[src/sv/krt_pkg.sv]
// ----------------------------------------------------------------------------
// krt_pkg
// Shared types and constants for the keyed record table.
// ----------------------------------------------------------------------------
package krt_pkg;

  localparam int CAPACITY_DEF = 64;
  localparam int KEY_W        = 32;
  localparam int VAL_W        = 8;
  localparam int ENTRIES_W    = 7;

  typedef enum logic [1:0] {
    CMD_INSERT = 2'd0,
    CMD_REMOVE = 2'd1,
    CMD_UPDATE = 2'd2,
    CMD_DUMP   = 2'd3
  } krt_cmd_t;

  typedef enum logic [2:0] {
    ST_OK      = 3'd0,
    ST_DUP     = 3'd1,
    ST_FULL    = 3'd2,
    ST_MISSING = 3'd3,
    ST_EMPTY   = 3'd4
  } krt_status_t;

  typedef enum logic [2:0] {
    S_IDLE,
    S_DECODE,
    S_SCAN,
    S_SHIFT,
    S_RESP,
    S_DUMP_RD,
    S_DUMP_LD
  } krt_state_t;

  // Commands from the controller to the datapath.
  typedef struct packed {
    logic        latch;
    logic        rd_en;
    logic        wr_en;
    logic        wr_shift;
    logic        fill_inc;
    logic        fill_dec;
    logic        out_load;
    logic        out_dump;
    logic        out_last;
    krt_status_t status;
  } krt_ctl_t;

  // Status from the datapath to the controller.
  typedef struct packed {
    logic     hit;
    logic     rd_vld;
    logic     out_free;
    krt_cmd_t cmd;
  } krt_sts_t;

endpackage

[src/sv/krt_dp.sv]
// ----------------------------------------------------------------------------
// krt_dp
// Datapath: record memory, read pipeline register, key compare, fill count,
// request registers and the result register.
// ----------------------------------------------------------------------------
module krt_dp import krt_pkg::*; #(
  parameter int CAPACITY = CAPACITY_DEF,
  parameter int AW       = (CAPACITY > 1) ? $clog2(CAPACITY) : 1,
  parameter int CW       = $clog2(CAPACITY + 1)
) (
  input  logic                 clk,
  input  logic                 rst_n,
  input  krt_ctl_t             ctl,
  input  logic [AW-1:0]        rd_addr,
  input  logic [AW-1:0]        wr_addr,
  output krt_sts_t             sts,
  output logic [CW-1:0]        fill,
  output logic [AW-1:0]        rd_idx,
  input  logic [1:0]           in_cmd,
  input  logic signed [KEY_W-1:0] in_key,
  input  logic [VAL_W-1:0]     in_value,
  output logic                 out_valid,
  input  logic                 out_stall,
  output logic [2:0]           out_status,
  output logic signed [KEY_W-1:0] out_key,
  output logic [VAL_W-1:0]     out_value,
  output logic [ENTRIES_W-1:0] out_entries,
  output logic                 out_last
);

  localparam int RW = KEY_W + VAL_W;

  logic [RW-1:0]        mem [CAPACITY];
  logic [RW-1:0]        rdata_r;
  logic [AW-1:0]        rd_idx_r;
  logic                 rd_vld_r;
  logic [CW-1:0]        fill_r;
  krt_cmd_t             cmd_r;
  logic [KEY_W-1:0]     key_r;
  logic [VAL_W-1:0]     value_r;
  logic                 out_valid_r;
  logic [2:0]           out_status_r;
  logic [KEY_W-1:0]     out_key_r;
  logic [VAL_W-1:0]     out_value_r;
  logic [ENTRIES_W-1:0] out_entries_r;
  logic                 out_last_r;
  logic [RW-1:0]        wdata;
  logic                 out_free;

  assign wdata    = ctl.wr_shift ? rdata_r : {key_r, value_r};
  assign out_free = !out_valid_r || !out_stall;

  always_ff @(posedge clk) begin
    if (ctl.wr_en) begin
      mem[wr_addr] <= wdata;
    end
  end

  always_ff @(posedge clk) begin
    if (ctl.rd_en) begin
      rdata_r  <= mem[rd_addr];
      rd_idx_r <= rd_addr;
    end
  end

  always_ff @(posedge clk) begin
    if (!rst_n) begin
      rd_vld_r    <= 1'b0;
      fill_r      <= '0;
      out_valid_r <= 1'b0;
    end else begin
      rd_vld_r <= ctl.rd_en;
      if (ctl.fill_inc) begin
        fill_r <= fill_r + CW'(1);
      end else if (ctl.fill_dec) begin
        fill_r <= fill_r - CW'(1);
      end
      if (ctl.out_load) begin
        out_valid_r <= 1'b1;
      end else if (!out_stall) begin
        out_valid_r <= 1'b0;
      end
    end
  end

  always_ff @(posedge clk) begin
    if (ctl.latch) begin
      cmd_r   <= krt_cmd_t'(in_cmd);
      key_r   <= in_key;
      value_r <= in_value;
    end
    if (ctl.out_load) begin
      out_status_r  <= ctl.status;
      out_key_r     <= ctl.out_dump ? rdata_r[RW-1:VAL_W] : key_r;
      out_value_r   <= ctl.out_dump ? rdata_r[VAL_W-1:0] : '0;
      out_entries_r <= ENTRIES_W'(fill_r);
      out_last_r    <= ctl.out_last;
    end
  end

  assign sts.hit      = rd_vld_r && (rdata_r[RW-1:VAL_W] == key_r);
  assign sts.rd_vld   = rd_vld_r;
  assign sts.out_free = out_free;
  assign sts.cmd      = cmd_r;
  assign fill         = fill_r;
  assign rd_idx       = rd_idx_r;

  assign out_valid   = out_valid_r;
  assign out_status  = out_status_r;
  assign out_key     = out_key_r;
  assign out_value   = out_value_r;
  assign out_entries = out_entries_r;
  assign out_last    = out_last_r;

endmodule

[src/sv/krt_ctrl.sv]
// ----------------------------------------------------------------------------
// krt_ctrl
// Controller: sequences the key scan, the compaction shift after a removal,
// the dump walk and the result handoff.
// ----------------------------------------------------------------------------
module krt_ctrl import krt_pkg::*; #(
  parameter int CAPACITY = CAPACITY_DEF,
  parameter int AW       = (CAPACITY > 1) ? $clog2(CAPACITY) : 1,
  parameter int CW       = $clog2(CAPACITY + 1)
) (
  input  logic          clk,
  input  logic          rst_n,
  input  logic          in_valid,
  output logic          in_stall,
  input  krt_sts_t      sts,
  input  logic [CW-1:0] fill,
  input  logic [AW-1:0] rd_idx,
  output krt_ctl_t      ctl,
  output logic [AW-1:0] rd_addr,
  output logic [AW-1:0] wr_addr
);

  krt_state_t  state_r, state_nxt;
  logic [CW-1:0] idx_r, idx_nxt;
  krt_status_t status_r, status_nxt;
  logic        can_rd;
  logic        dump_last;

  assign can_rd    = idx_r < fill;
  assign dump_last = (idx_r + CW'(1)) == fill;
  assign in_stall  = state_r != S_IDLE;

  always_ff @(posedge clk) begin
    if (!rst_n) begin
      state_r  <= S_IDLE;
      idx_r    <= '0;
      status_r <= ST_OK;
    end else begin
      state_r  <= state_nxt;
      idx_r    <= idx_nxt;
      status_r <= status_nxt;
    end
  end

  always_comb begin
    state_nxt  = state_r;
    idx_nxt    = idx_r;
    status_nxt = status_r;
    case (state_r)
      S_IDLE: begin
        if (in_valid) begin
          state_nxt = S_DECODE;
        end
      end
      S_DECODE: begin
        idx_nxt = '0;
        case (sts.cmd)
          CMD_INSERT: begin
            if (fill >= CW'(CAPACITY)) begin
              status_nxt = ST_FULL;
              state_nxt  = S_RESP;
            end else begin
              state_nxt = S_SCAN;
            end
          end
          CMD_DUMP: begin
            if (fill == '0) begin
              status_nxt = ST_EMPTY;
              state_nxt  = S_RESP;
            end else begin
              state_nxt = S_DUMP_RD;
            end
          end
          default: begin
            state_nxt = S_SCAN;
          end
        endcase
      end
      S_SCAN: begin
        if (can_rd && !sts.hit) begin
          idx_nxt = idx_r + CW'(1);
        end
        if (sts.hit) begin
          case (sts.cmd)
            CMD_INSERT: begin
              status_nxt = ST_DUP;
              state_nxt  = S_RESP;
            end
            CMD_REMOVE: begin
              // Compaction starts reading just past the matching record.
              idx_nxt   = CW'(rd_idx) + CW'(1);
              state_nxt = S_SHIFT;
            end
            default: begin
              status_nxt = ST_OK;
              state_nxt  = S_RESP;
            end
          endcase
        end else if (!can_rd && !sts.rd_vld) begin
          status_nxt = (sts.cmd == CMD_INSERT) ? ST_OK : ST_MISSING;
          state_nxt  = S_RESP;
        end
      end
      S_SHIFT: begin
        if (can_rd) begin
          idx_nxt = idx_r + CW'(1);
        end else if (!sts.rd_vld) begin
          status_nxt = ST_OK;
          state_nxt  = S_RESP;
        end
      end
      S_RESP: begin
        if (sts.out_free) begin
          state_nxt = S_IDLE;
        end
      end
      S_DUMP_RD: begin
        state_nxt = S_DUMP_LD;
      end
      S_DUMP_LD: begin
        if (sts.out_free) begin
          if (dump_last) begin
            state_nxt = S_IDLE;
          end else begin
            idx_nxt   = idx_r + CW'(1);
            state_nxt = S_DUMP_RD;
          end
        end
      end
      default: begin
        state_nxt = S_IDLE;
      end
    endcase
  end

  always_comb begin
    ctl        = '0;
    ctl.status = ST_OK;
    rd_addr    = idx_r[AW-1:0];
    wr_addr    = fill[AW-1:0];
    case (state_r)
      S_IDLE: begin
        ctl.latch = in_valid;
      end
      S_SCAN: begin
        // No further read once a match is seen, so the read stage is empty
        // when the shift begins.
        ctl.rd_en = can_rd && !sts.hit;
        if (sts.hit && (sts.cmd == CMD_UPDATE)) begin
          ctl.wr_en = 1'b1;
          wr_addr   = rd_idx;
        end else if (!sts.hit && !can_rd && !sts.rd_vld && (sts.cmd == CMD_INSERT)) begin
          ctl.wr_en    = 1'b1;
          ctl.fill_inc = 1'b1;
        end
      end
      S_SHIFT: begin
        ctl.rd_en    = can_rd;
        ctl.wr_en    = sts.rd_vld;
        ctl.wr_shift = 1'b1;
        wr_addr      = rd_idx - AW'(1);
        ctl.fill_dec = !can_rd && !sts.rd_vld;
      end
      S_RESP: begin
        ctl.out_load = sts.out_free;
        ctl.out_last = 1'b1;
        ctl.status   = status_r;
      end
      S_DUMP_RD: begin
        ctl.rd_en = 1'b1;
      end
      S_DUMP_LD: begin
        ctl.out_load = sts.out_free;
        ctl.out_dump = 1'b1;
        ctl.out_last = dump_last;
      end
      default: begin
        ctl.status = ST_OK;
      end
    endcase
  end

endmodule

[src/sv/keyed_record_table.sv]
// ----------------------------------------------------------------------------
// keyed_record_table
// Dense table of unique signed keys with small values: insert, remove with
// compaction, update and dump, one command at a time.
// ----------------------------------------------------------------------------
// The key scan reads one entry a cycle for insert, update and remove; a remove
// that hits then compacts the table with one read and one write a cycle. A full
// insert or an empty dump answers without a scan. A dump loads the result for
// each record before it reads the next record. The next command is taken in
// the cycle after the last result is loaded. Reset empties the table at once.
module keyed_record_table import krt_pkg::*; #(
  parameter int CAPACITY = CAPACITY_DEF
) (
  input  logic                    clk,
  input  logic                    rst_n,
  input  logic                    in_valid,
  output logic                    in_stall,
  input  logic [1:0]              in_cmd,
  input  logic signed [KEY_W-1:0] in_key,
  input  logic [VAL_W-1:0]        in_value,
  output logic                    out_valid,
  input  logic                    out_stall,
  output logic [2:0]              out_status,
  output logic signed [KEY_W-1:0] out_key,
  output logic [VAL_W-1:0]        out_value,
  output logic [ENTRIES_W-1:0]    out_entries,
  output logic                    out_last
);

  localparam int AW = (CAPACITY > 1) ? $clog2(CAPACITY) : 1;
  localparam int CW = $clog2(CAPACITY + 1);

  krt_ctl_t      ctl;
  krt_sts_t      sts;
  logic [CW-1:0] fill;
  logic [AW-1:0] rd_idx;
  logic [AW-1:0] rd_addr;
  logic [AW-1:0] wr_addr;

  krt_ctrl #(
    .CAPACITY (CAPACITY),
    .AW       (AW),
    .CW       (CW)
  ) u_ctrl (
    .clk      (clk),
    .rst_n    (rst_n),
    .in_valid (in_valid),
    .in_stall (in_stall),
    .sts      (sts),
    .fill     (fill),
    .rd_idx   (rd_idx),
    .ctl      (ctl),
    .rd_addr  (rd_addr),
    .wr_addr  (wr_addr)
  );

  krt_dp #(
    .CAPACITY (CAPACITY),
    .AW       (AW),
    .CW       (CW)
  ) u_dp (
    .clk         (clk),
    .rst_n       (rst_n),
    .ctl         (ctl),
    .rd_addr     (rd_addr),
    .wr_addr     (wr_addr),
    .sts         (sts),
    .fill        (fill),
    .rd_idx      (rd_idx),
    .in_cmd      (in_cmd),
    .in_key      (in_key),
    .in_value    (in_value),
    .out_valid   (out_valid),
    .out_stall   (out_stall),
    .out_status  (out_status),
    .out_key     (out_key),
    .out_value   (out_value),
    .out_entries (out_entries),
    .out_last    (out_last)
  );

endmodule

[config.mk]
export PLATFORM = sky130hd
export DESIGN_NAME = keyed_record_table
export DESIGN_NICKNAME = d
export VERILOG_FILES = /design/src/sv/krt_pkg.sv /design/src/sv/krt_dp.sv /design/src/sv/krt_ctrl.sv /design/src/sv/keyed_record_table.sv
export SDC_FILE = /design/constraint.sdc
export NUM_CORES = 2
export LEC_CHECK = 0
export BUFFER_PORTS_ARGS = -buffer_cell sky130_fd_sc_hd__buf_2
export CORE_ASPECT_RATIO = 0.8
export CORE_MARGIN = 2
export CORE_UTILIZATION = 25
export CTS_CLUSTER_DIAMETER = 120
export DETAILED_ROUTE_END_ITERATION = 10
export GPL_ROUTABILITY_DRIVEN = 0
export PLACE_DENSITY = 0.51
export SLEW_MARGIN = 20
export SYNTH_ARGS = -nofsm -noshare
export SYNTH_HDL_FRONTEND = slang
export SYNTH_HIERARCHICAL = 1
export SYNTH_SLANG_ARGS = --single-unit
[constraint.sdc]
create_clock -name clk -period 5.49 [get_ports clk]
set_clock_uncertainty 0.2 [all_clocks]
set_input_delay 1.098 -clock clk [delete_from_list [all_inputs] [get_ports clk]]
set_output_delay 1.098 -clock clk [all_outputs]
set_load 0.1 [all_outputs]
==> run_results.csv <==
group,metric,value,unit
run_status,status,"complete, no violations",
synth,synth_warnings,6,
cts,clkSlewWorstSetupHoldPaths,70,ps
sta,worst_slack,292,ps
layout,area_delta_synth_final,17.3,%
floorplan,die_h,584,um
synth,syn_avg_cell_area,22.4,um2
power_and_ir_drop,powerDensity,396,nW/um2
grt,grt_max_degree,81,
grt,grt.total_usage,14.1,%
setup_path,worst_ep_required_time,5860,ps
sta,final-hold-violation-count,0,
detailed_routing,vias_per_cell,4.79,
power_and_ir_drop,peakVddDrop,278,uV
grt,grt_pass1_wl,425000,um
floorplan,die_area,426000,um2
sta,final.setup.tns,0,ps
synth,synthCells,4704,
cts,cts_root_buf,"clkbuf_16",
detailed_routing,wl,310000,um
setup_path,worst_path_dominant_cell_family,"simple AND/OR/NAND/NOR gates",
sta,tightest_slew,1260,ps
detailed_routing,first_iter_violations,7924,
cts,cts_tree,"built",
layout,layout_common_cells,"edfxtp_1, mux4_2, clkbuf_16",
sta,slew_violations,0,
cts,postCtsSetupBuffers,0,
synth,mappedNetlistArea,105000,um2
sta,holdWs,164,ps
sta,fin_crit,5200,ps
cts,cts_resized,0,
cts,postCtsHoldBufs,0,
cts,cts_max_level,4,
setup_path,crit_path_start_kind,"register",
setup_path,crit_path_max_incr_delay,810,ps
power_and_ir_drop,p_leak,36.1,nW
setup_path,critPathCaptureType,"register",
synth,synth_ff_type,"edfxtp_1",
sta,setup_violations,0,
synth,ys_seq_elements,2721,
sta,slew_headroom,15.1,%
synth,synth-edff-count,2699,
detailed_routing,drt-pass1-iter-count,6,
cts,clk_latency,920,ps
detailed_routing,postRouteAntennaNets,0,
placement,dp_hpwl,200000,um
setup_path,path_class,"reg2reg",
placement,pre_cts_slack,423,ps
cts,clock_sinks,2721,
detailed_routing,wl_per_cell,28.6,um
synth,async_reset_ff_share,0,%
hold_path,hp-class,"in2reg",
setup_path,critPathMaxFanout,22,
placement,portBuffers,98,
synth,ys_seq_area_share,77.5,%
layout,layout-drive-gt1-share,29.4,%
floorplan,rows,213,
floorplan,ios,99,
floorplan,die_x,729,um
floorplan,start_util,25.1,%
layout,final_common_cell,"edfxtp_1",
layout,final_nets,5142,
detailed_routing,num_vias,52100,
grt,antenna_found_initial,39,
synth,syn-num-nets,4771,
grt,grt_pass1_vias,50500,
setup_path,path_cells,"xnor2_1 > nand4_1 > nor4_1 > nand4_1 > nor4_2 > buf_4 > a21oi_1 > nor2_1 > o22a_1 > or3b_2 > buf_12 > nor2_4 > buf_12",
layout,fin_util,29.4,%
sta,fmax,192,MHz
setup_path,cpMaxStageDelayCell,"nor4_1",
sta,period_share,94.7,%
cts,cts_made_buffers,246,
detailed_routing,drc_errors,0,
grt,grt_remaining_overflow,0,
job,drv_cap,0,
setup_path,worst-path-buf-inv,3,
setup_path,cp.arrival,5560,ps
sta,rsz0062_at_grt,"no",
cts,clk_path_buf_depth,4,
synth,synth.distinct_cells,77,
floorplan,coreArea,420000,um2
-- power by group --
part           internal, W  leakage (nW)  switching, W  total, W
registers           0.0248          24.5      0.000250    0.0250
clock network      0.00912          3.69       0.00763    0.0167
logic              0.00172          7.96       0.00538   0.00711
total               0.0356          36.1        0.0133    0.0489
-- logic make-up (layout without fill, tap and decap cells) --
kind of cell	count (synthesis)	after routing	share of synthesized area, %
multiplexers	832	832	15.6
adder cells (fa/ha/maj)	21	21	0.257
buffers and inverters	287	843	1.49
AO/OA/AOI/OAI	455	455	3.07
AND/OR/NAND/NOR	335	335	1.65
other	0	15	0
XOR/XNOR	53	53	0.441
flip-flops	2721	2721	77.5
-- final timing paths --
check / start / to / slack (ps) / cells past startpoint
hold reg to reg: u_ctrl/status_r[0]$_SDFFE_PN0P_ / u_ctrl/status_r[0]$_SDFFE_PN0P_ / 260 / 2
setup / recovery: u_dp/key_r[21]$_DFFE_PP_ / u_dp/mem[13][14]$_DFFE_PP_ / 290 / 13
setup reg to reg: u_dp/key_r[21]$_DFFE_PP_ / u_dp/mem[13][14]$_DFFE_PP_ / 290 / 13
hold / removal: in_value[6] / u_dp/value_r[6]$_DFFE_PP_ / 160 / 1
-- cell usage after synthesis (3+ instances only) --
cell	n	share of area, %
o221ai_1	41	0.34
o32ai_1	5	0.042
o22a_1	4	0.033
o21ai_1	7	0.033
nand2b_1	15	0.089
xnor2_1	41	0.34
nor2_1	96	0.34
and3_1	10	0.059
a221oi_1	60	0.50
or3_1	8	0.048
buf_1	15	0.054
ha_1	20	0.24
o21ai_0	55	0.26
mux2i_1	108	1.0
edfxtp_1	2699	77
o22ai_1	51	0.30
a22oi_1	35	0.25
clkbuf_1	94	0.34
a21o_1	6	0.043
mux2_2	84	0.90
nand2_1	55	0.20
and2_1	20	0.12
dfxtp_1	22	0.42
buf_2	74	0.35
inv_1	25	0.089
nor4_1	3	0.018
o211ai_1	5	0.036
o31ai_1	6	0.043
or3b_2	3	0.025
nand3_1	30	0.14
mux4_2	640	14
nand3b_1	7	0.050
nand4_1	12	0.071
a211oi_1	8	0.057
buf_6	27	0.29
a21oi_1	99	0.47
nor2b_1	19	0.11
nor3_1	39	0.19
o221a_2	8	0.086
a21boi_0	4	0.029
a22o_1	29	0.24
a31oi_1	4	0.024
buf_4	50	0.36
o211a_1	10	0.095
xor2_1	12	0.10
-- per-layer routing --
layer  vias to the layer above  wire length (um)  track usage, %
met5                         -                25               0
met4                         4              6570            2.99
met3                       361             30300            3.13
met2                      2590            136000            20.8
met1                     28300            138000            21.3
li1                      20800                 -               -
-- registers in the layout, summed over array words and instances (netlist names), 8 cells and up --
signal,flops
u_dp/key_r,32
u_dp/mem,2560
u_dp/out_key,32
u_dp/out_value,8
u_dp/rdata_r,40
u_dp/value_r,8
-- cell type report --
class | instances | area [um2]
Antenna cell | 15 | 37.5
Clock buffer | 299 | 6380
Clock inverter | 134 | 1180
Inverter | 26 | 97.6
Multi-Input combinational cell | 1696 | 22900
Sequential cell | 2721 | 81500
Tap cell | 5590 | 6990
Timing Repair Buffer | 384 | 4360
Fill cell | 40500 | 296000
-- stage by stage --
stage                     area (um2)  std cells  total power (W)
after global routing          123000      10900           0.0504
after floorplan               105000       4704           0.0288
final                         123000      10900           0.0489
after detailed placement      116000      10400           0.0326
after global placement        116000      10400           0.0325
after CTS                     123000      10900           0.0493
No activity file was read; power rests on OpenSTA's default activity.
